File: config.mk
export PLATFORM = sky130hd
export DESIGN_NAME = fuzzy_subsequence_scorer
export DESIGN_NICKNAME = d
export VERILOG_FILES = /design/src/fss_pkg.sv /design/src/fuzzy_subsequence_scorer.sv
export SDC_FILE = /design/constraint.sdc
export NUM_CORES = 1
export LEC_CHECK = 0
export BUFFER_PORTS_ARGS = -buffer_cell sky130_fd_sc_hd__clkbuf_2
export CAP_MARGIN = 40
export CORE_MARGIN = 2
export CORE_UTILIZATION = 50
export DETAILED_ROUTE_END_ITERATION = 10
export PLACE_DENSITY = 0.66
export SLEW_MARGIN = 40
export SYNTH_ARGS = -nofsm -noshare
export SYNTH_HDL_FRONTEND = slang
export SYNTH_SLANG_ARGS = --single-unit
File: constraint.sdc
create_clock -name clk -period 10.7 [get_ports clk]
set_input_delay 2.14 -clock clk [delete_from_list [all_inputs] [get_ports clk]]
set_output_delay 2.14 -clock clk [all_outputs]
set_load 0.05 [all_outputs]
File: src/fss_pkg.sv
// Shared constants, types and character helpers for the fuzzy subsequence scorer.
`timescale 1ns / 1ps

package fss_pkg;

	localparam int MAX_QUERY = 64;
	localparam int QA_W      = (MAX_QUERY > 1) ? $clog2(MAX_QUERY) : 1;
	localparam int QL_W      = $clog2(MAX_QUERY + 1);
	localparam int SCORE_W   = 13;
	localparam int GAP_W     = 8;
	localparam int CFG_IDX_W = 3;
	localparam int CFG_DAT_W = 8;

	localparam logic [SCORE_W-1:0] SCORE_MAX = {SCORE_W{1'b1}};

	typedef enum logic [1:0] {
		CMD_CLEAR  = 2'd0,
		CMD_APPEND = 2'd1,
		CMD_TEXT   = 2'd2,
		CMD_END    = 2'd3
	} cmd_t;

	typedef enum logic [CFG_IDX_W-1:0] {
		REG_MATCH_POINTS  = 3'd0,
		REG_CONTIG_BONUS  = 3'd1,
		REG_WORD_BONUS    = 3'd2,
		REG_FIRST_BONUS   = 3'd3,
		REG_GAP_STEP      = 3'd4,
		REG_GAP_CAP       = 3'd5
	} reg_idx_t;

	// ASCII case folding: upper-case letters map to lower case.
	function automatic logic [7:0] fold_case(input logic [7:0] c);
		logic [7:0] r;
		r = c;
		if (c >= 8'h41 && c <= 8'h5A) begin
			r = c + 8'h20;
		end
		return r;
	endfunction

	// Bytes that end a word: space - _ / . @ :
	function automatic logic is_boundary(input logic [7:0] c);
		return (c == 8'h20) || (c == 8'h2D) || (c == 8'h5F) || (c == 8'h2F) ||
		       (c == 8'h2E) || (c == 8'h40) || (c == 8'h3A);
	endfunction

endpackage

File: src/fuzzy_subsequence_scorer.sv
// Top level of the fuzzy subsequence scorer: query memory, scan state and result register.
`timescale 1ns / 1ps

// Usage
// The slave stream carries commands: tuser selects clear query, append query byte,
// text byte or end of text; tdata is the byte; tlast marks the final text byte.
// A query is loaded first, one transfer per character, into a 64-entry memory;
// characters beyond its depth are dropped. Text bytes are then streamed and matched
// greedily against the query with ASCII case folding. Loading or clearing the query
// abandons any text in progress without a result.
// The master stream returns one transfer per text: the score in tdata and, in tuser,
// a flag that is set when the whole query was found.
// A result is registered in the output register in the cycle after the transfer
// that ends the text. The query character under comparison is read from the memory
// ahead of use, addressed by the next query position, so one text byte per cycle is
// sustained while the output does not stall; the write port of the memory forwards to the
// read port when an append lands on the entry being fetched.
// When the receiver stalls, the result is held in the output register and tready
// stays low, so no further transfer is taken until the held result has left.
// Reset clears the query length, the scan state and the output valid flag, and returns the
// scoring registers to their defaults; the memory contents are not cleared. The user must
// write scoring registers via the plain write port while the block is idle (unchecked).
module fuzzy_subsequence_scorer (
	input  logic                           clk,
	input  logic                           arst_n,
	// Configuration write port
	input  logic                           cfg_we,
	input  logic [fss_pkg::CFG_IDX_W-1:0]  cfg_index,
	input  logic [fss_pkg::CFG_DAT_W-1:0]  cfg_data,
	// Command stream
	input  logic                           s_axis_tvalid,
	output logic                           s_axis_tready,
	input  logic [7:0]                     s_axis_tdata,   // [7:0] ch
	input  logic [1:0]                     s_axis_tuser,   // [1:0] cmd
	input  logic                           s_axis_tlast,
	// Result stream
	output logic                           m_axis_tvalid,
	input  logic                           m_axis_tready,
	output logic [15:0]                    m_axis_tdata,   // [12:0] score, [15:13] zero
	output logic                           m_axis_tuser    // [0] matched
);

	import fss_pkg::*;

	// Scoring registers.
	logic [4:0]       match_points_q, contig_bonus_q, word_bonus_q, first_bonus_q;
	logic [2:0]       gap_step_q;
	logic [GAP_W-1:0] gap_cap_q;

	always_ff @(posedge clk or negedge arst_n) begin
		if (!arst_n) begin
			match_points_q <= 5'd8;
			contig_bonus_q <= 5'd10;
			word_bonus_q   <= 5'd12;
			first_bonus_q  <= 5'd16;
			gap_step_q     <= 3'd1;
			gap_cap_q      <= 8'd40;
		end else if (cfg_we) begin
			unique case (cfg_index)
				REG_MATCH_POINTS: match_points_q <= cfg_data[4:0];
				REG_CONTIG_BONUS: contig_bonus_q <= cfg_data[4:0];
				REG_WORD_BONUS:   word_bonus_q   <= cfg_data[4:0];
				REG_FIRST_BONUS:  first_bonus_q  <= cfg_data[4:0];
				REG_GAP_STEP:     gap_step_q     <= cfg_data[2:0];
				REG_GAP_CAP:      gap_cap_q      <= cfg_data[GAP_W-1:0];
				default: ;
			endcase
		end
	end

	// Scan state.
	logic [QL_W-1:0]    qlen_q, qpos_q;
	logic [SCORE_W-1:0] run_q;
	logic [GAP_W-1:0]   gap_q;
	logic               prev_match_q, at_start_q;
	logic [7:0]         prev_byte_q;

	// Output register.
	logic               out_valid_q;
	logic [SCORE_W-1:0] out_score_q;
	logic               out_matched_q;

	// Query memory; qchar_q always holds the entry at qpos_q.
	logic [7:0] qmem [MAX_QUERY];
	logic [7:0] qchar_q;

	logic accept;
	cmd_t cmd;
	assign s_axis_tready = !out_valid_q || m_axis_tready;
	assign accept        = s_axis_tvalid && s_axis_tready;
	assign cmd           = cmd_t'(s_axis_tuser);

	// Per-byte scoring of a text byte against the current query character.
	logic               active, hit;
	logic [6:0]         add;
	logic [SCORE_W:0]   run_sum;
	logic [SCORE_W-1:0] run_hit;
	logic [GAP_W:0]     gap_sum;
	logic [GAP_W-1:0]   gap_miss;

	assign active = qpos_q < qlen_q;
	assign hit    = fold_case(s_axis_tdata) == fold_case(qchar_q);

	always_comb begin
		add = 7'(match_points_q);
		if (at_start_q) begin
			add = add + 7'(first_bonus_q);
		end else if (is_boundary(prev_byte_q)) begin
			add = add + 7'(word_bonus_q);
		end
		if (prev_match_q) begin
			add = add + 7'(contig_bonus_q);
		end
	end

	assign run_sum  = {1'b0, run_q} + (SCORE_W+1)'(add);
	assign run_hit  = run_sum[SCORE_W] ? SCORE_MAX : run_sum[SCORE_W-1:0];
	assign gap_sum  = {1'b0, gap_q} + (GAP_W+1)'(gap_step_q);
	assign gap_miss = (gap_sum > {1'b0, gap_cap_q}) ? gap_cap_q : gap_sum[GAP_W-1:0];

	// Next state.
	logic [QL_W-1:0]    qlen_d, qpos_d;
	logic [SCORE_W-1:0] run_d;
	logic [GAP_W-1:0]   gap_d;
	logic               prev_match_d, at_start_d;
	logic [7:0]         prev_byte_d;
	logic               finish, restart, mem_we;

	always_comb begin
		qlen_d       = qlen_q;
		qpos_d       = qpos_q;
		run_d        = run_q;
		gap_d        = gap_q;
		prev_match_d = prev_match_q;
		prev_byte_d  = prev_byte_q;
		at_start_d   = at_start_q;
		finish       = 1'b0;
		restart      = 1'b0;
		mem_we       = 1'b0;
		if (accept) begin
			unique case (cmd)
				CMD_CLEAR: begin
					qlen_d  = '0;
					restart = 1'b1;
				end
				CMD_APPEND: begin
					if (qlen_q < QL_W'(MAX_QUERY)) begin
						mem_we = 1'b1;
						qlen_d = qlen_q + 1'b1;
					end
					restart = 1'b1;
				end
				CMD_TEXT: begin
					if (active) begin
						if (hit) begin
							run_d        = run_hit;
							prev_match_d = 1'b1;
							qpos_d       = qpos_q + 1'b1;
						end else begin
							prev_match_d = 1'b0;
							gap_d        = gap_miss;
						end
					end
					prev_byte_d = s_axis_tdata;
					at_start_d  = 1'b0;
					finish      = s_axis_tlast;
				end
				CMD_END: begin
					finish = 1'b1;
				end
				default: ;
			endcase
		end
	end

	// Final score from the state after this byte.
	logic               res_matched;
	logic [GAP_W-1:0]   pen;
	logic [SCORE_W-1:0] res_score;

	always_comb begin
		pen         = (gap_d < gap_cap_q) ? gap_d : gap_cap_q;
		res_matched = 1'b0;
		res_score   = '0;
		if (qlen_q == '0) begin
			res_matched = 1'b1;
		end else if (qpos_d >= qlen_q) begin
			res_matched = 1'b1;
			res_score   = (run_d > SCORE_W'(pen)) ? run_d - SCORE_W'(pen) : '0;
		end
	end

	always_ff @(posedge clk or negedge arst_n) begin
		if (!arst_n) begin
			qlen_q       <= '0;
			qpos_q       <= '0;
			run_q        <= '0;
			gap_q        <= '0;
			prev_match_q <= 1'b0;
			prev_byte_q  <= '0;
			at_start_q   <= 1'b1;
			out_valid_q  <= 1'b0;
		end else begin
			qlen_q <= qlen_d;
			if (restart || finish) begin
				qpos_q       <= '0;
				run_q        <= '0;
				gap_q        <= '0;
				prev_match_q <= 1'b0;
				prev_byte_q  <= '0;
				at_start_q   <= 1'b1;
			end else begin
				qpos_q       <= qpos_d;
				run_q        <= run_d;
				gap_q        <= gap_d;
				prev_match_q <= prev_match_d;
				prev_byte_q  <= prev_byte_d;
				at_start_q   <= at_start_d;
			end
			out_valid_q <= finish || (out_valid_q && !m_axis_tready);
		end
	end

	always_ff @(posedge clk) begin
		if (finish) begin
			out_score_q   <= res_score;
			out_matched_q <= res_matched;
		end
	end

	// Memory: one write and one read a cycle. The read fetches the entry for the
	// position the scan will hold next cycle, with the write data forwarded on a clash.
	logic [QA_W-1:0] wr_addr, rd_addr;
	assign wr_addr = qlen_q[QA_W-1:0];
	assign rd_addr = (restart || finish) ? '0 : qpos_d[QA_W-1:0];

	always_ff @(posedge clk) begin
		if (mem_we) begin
			qmem[wr_addr] <= s_axis_tdata;
		end
		if (mem_we && (wr_addr == rd_addr)) begin
			qchar_q <= s_axis_tdata;
		end else begin
			qchar_q <= qmem[rd_addr];
		end
	end

	assign m_axis_tvalid = out_valid_q;
	assign m_axis_tdata  = 16'(out_score_q);
	assign m_axis_tuser  = out_matched_q;

`ifndef SYNTHESIS
	a_pos_in_query: assert property (@(posedge clk) disable iff (!arst_n)
		qpos_q <= qlen_q)
		else $error("query position beyond query length");

	a_len_bounded: assert property (@(posedge clk) disable iff (!arst_n)
		qlen_q <= QL_W'(MAX_QUERY))
		else $error("query length beyond memory depth");

	a_nomatch_zero: assert property (@(posedge clk) disable iff (!arst_n)
		(m_axis_tvalid && !m_axis_tuser) |-> (m_axis_tdata == '0))
		else $error("no-match result carries a non-zero score");

	a_clear_len: assert property (@(posedge clk) disable iff (!arst_n)
		(accept && cmd == CMD_CLEAR) |=> (qlen_q == '0 && qpos_q == '0))
		else $error("clear did not empty the query");
`endif

endmodule

==> metrics.cfg <==
[die]
num_rows=85
die_h_um=236
core_um2=53600
die_w_um=236
ios=46
start_util_pct=50.4
die_area_um2=55900

[synth]
syn-cell-area_um2=27000
yosys.area_share.adder_pct=3.50
yosysMostFrequentCell=edfxtp_1
synthXorXnorAreaFrac_pct=1.61
async_reset_ff_share_pct=12.6
yosys-top-cells-count=526 x edfxtp_1, 131 x nor2_1, 120 x mux2i_1
synth_warnings=0
ys_seq_area_share_pct=66.1
yosys.area_share.simple_pct=6.81
synth_edf_count=526
synthCells=1711
post-synth-top-area-fraction_pct=58.5
synth_cell_types=80
ys.flop_type=edfxtp_1
synth_mux_area_share_pct=13.9
syn_area_per_cell_um2=15.8
synth_top_family_by_area=multiplexers
yosys.area.top_type=edfxtp_1
ys_ff_latch=609
synthTopCellsByArea=edfxtp_1 59%, mux4_2 7.4%, dfrtp_1 6.2%
synth_compound_area_share_pct=5.90

[pwr]
p_per_area_nw_per_um2=181
p_leak_nw=10.2
vdd_drop_max_v=0.000153
p_total_mw=5.50

[clock_network]
cts_hold_buf=0
cts_tree=built
post_cts.repair.setup_buffers=0
cts.path.max_buffers=3
htree_levels=3
clk-insertion-delay-late_ns=0.61
clk_pin_slew_ns=0.06
clockRootBuffer=clkbuf_16
cts_resized=0
numCtsBuffers=66
numClockSinks=609

[critical_path]
worstPathMaxFanout=48
path_class=register to register
r2r-end=out_score_q[2]
required_ns=11.03
slowest_stage=dfxtp_4
start_kind=register
cp-endpoint=out_score_q[2]
endpoint_kind=register
reg2reg_depth=30
critical_path_arrival_ns=9.61
cp_slowest_stage_delay_ns=0.87
r2r_setup_slack_ns=1.42
crit_top_cell=a21o_1

[layout]
area_growth_pct=12.4
n_fill_cell=4172
utilization_pct=56.6
layout.cells.non_filler=2536
drive_gt1_share_pct=22.3
antennaDiodeCount=0
finalNetCount=1886

[placed_design]
hpwl_um=44100
numPlacedInstances=2414
port_buffers=42
globalplace.congestion=0.897
place_ws_ns=1.03

[sta]
post-route-min-period_ns=9.28
setup_ws_ns=1.42
slew_headroom_pct=38.4
final_max_slew_viol_count=0
period_share_pct=86.7
rsz0062_at_grt=false
setup_viol=0
skew_ns=0.0238
fmaxAchievable_mhz=108
worstMarginPinSlew_ns=0.921
hold_viol=0
setup_tns_ns=0

[routing]
dr.pass1.iters=5
drc=0
finalWirelength_um=67400
drtIter0Drc=1638
via_count=15522
via_per_inst=6.12
ant_nets=0
avgRoutedWirePerCell_um=26.6

[hold_path]
min_from=first_bonus_q[3]
worstHoldPathType=register to register

[status]
status=finished, final reports clean

[run]
drv_cap=0

[global_routing]
grtUsageTotal_pct=24.3
grt_start_max_net_pins=78
grt_antenna_before_repair=0
grt_pass1_wl_um=99800
grt_overflow=0
grt_pass1_vias=15588

-- worst min path at each step --
stage          cells after the start  slack [ns]                to
5_1_grt                            1        0.52  first_bonus_q[3]
3_5_place_dp                       1        0.50    prev_byte_q[7]
6_report                           1        0.51  first_bonus_q[3]
2_1_floorplan                      1        0.47    prev_byte_q[7]
3_3_place_gp                       1        0.49  first_bonus_q[3]
4_1_cts                            1        0.52  first_bonus_q[3]
-- logic make-up after synthesis --
logic type / count (synthesis)
flops: 609
simple gates: 370
mux: 257
compound gates: 234
buf+inv: 120
fa+ha+maj: 72
xor+xnor: 48
other cells: 1
-- state kept, by name, indices dropped and copies added, names as in the netlist, 5 cells and up, named ones only --
name	count
contig_bonus_q	5
first_bonus_q	5
gap_cap_q	8
gap_q	8
match_points_q	5
out_score_q	13
prev_byte_q	8
qlen_q	7
qmem	512
qpos_q	7
run_q	13
word_bonus_q	5
-- through the flow --
stage          hold slack (ns)  area [um^2]
2_1_floorplan            0.474        27000
3_3_place_gp             0.492        28000
3_5_place_dp             0.499        28100
4_1_cts                  0.515        30300
5_1_grt                  0.516        30300
6_report                 0.513        30300
-- cells in the final DEF, fill, tap and decap left out, types with 40 or more instances in the layout --
cell	Yosys	routed
edfxtp_1	526	526
mux2i_1	120	120
mux4_2	89	89
nor2_1	131	72
nor2_2	10	69
clkbuf_16	0	69
dfrtp_1	67	67
ha_1	66	66
nand2_1	65	65
a21oi_1	61	61
inv_1	49	49
mux2_2	46	46
clkbuf_2	0	41
a22oi_1	40	40
-- power by group --
group | switching, mW | internal, mW
Clock | 0.935 | 1.29
Sequential | 0.0361 | 2.63
Combinational | 0.355 | 0.255
-- worst max-delay path: cells and delay by family, from the launching register on --
family / cells / cell delay, ns
buffers and inverters: 2 / 0.87
and+or+nand+nor: 6 / 1.35
DFF: 1 / 0.87
AOI/OAI and AO/OA: 16 / 3.86
adders and majority gates: 2 / 0.61
muxes: 4 / 1.41
-- routing by layer --
metal / track usage [%] / routed length [um]
met5: 0 / 0
met4: 9.21 / 2250
met3: 4.60 / 5280
met2: 37.6 / 31500
met1: 34.5 / 28400
-- layout make-up --
cell class	instances	area (um^2)	share of cell area [%]
sequential	609	17900	58.9
multi-input combinational	984	8750	28.9
clock buffer	87	1830	6.05
tap	696	871	2.87
timing repair buffer	75	529	1.75
clock inverter	34	280	0.924
inverter	51	191	0.631
(Power assumes the default switching activity.)
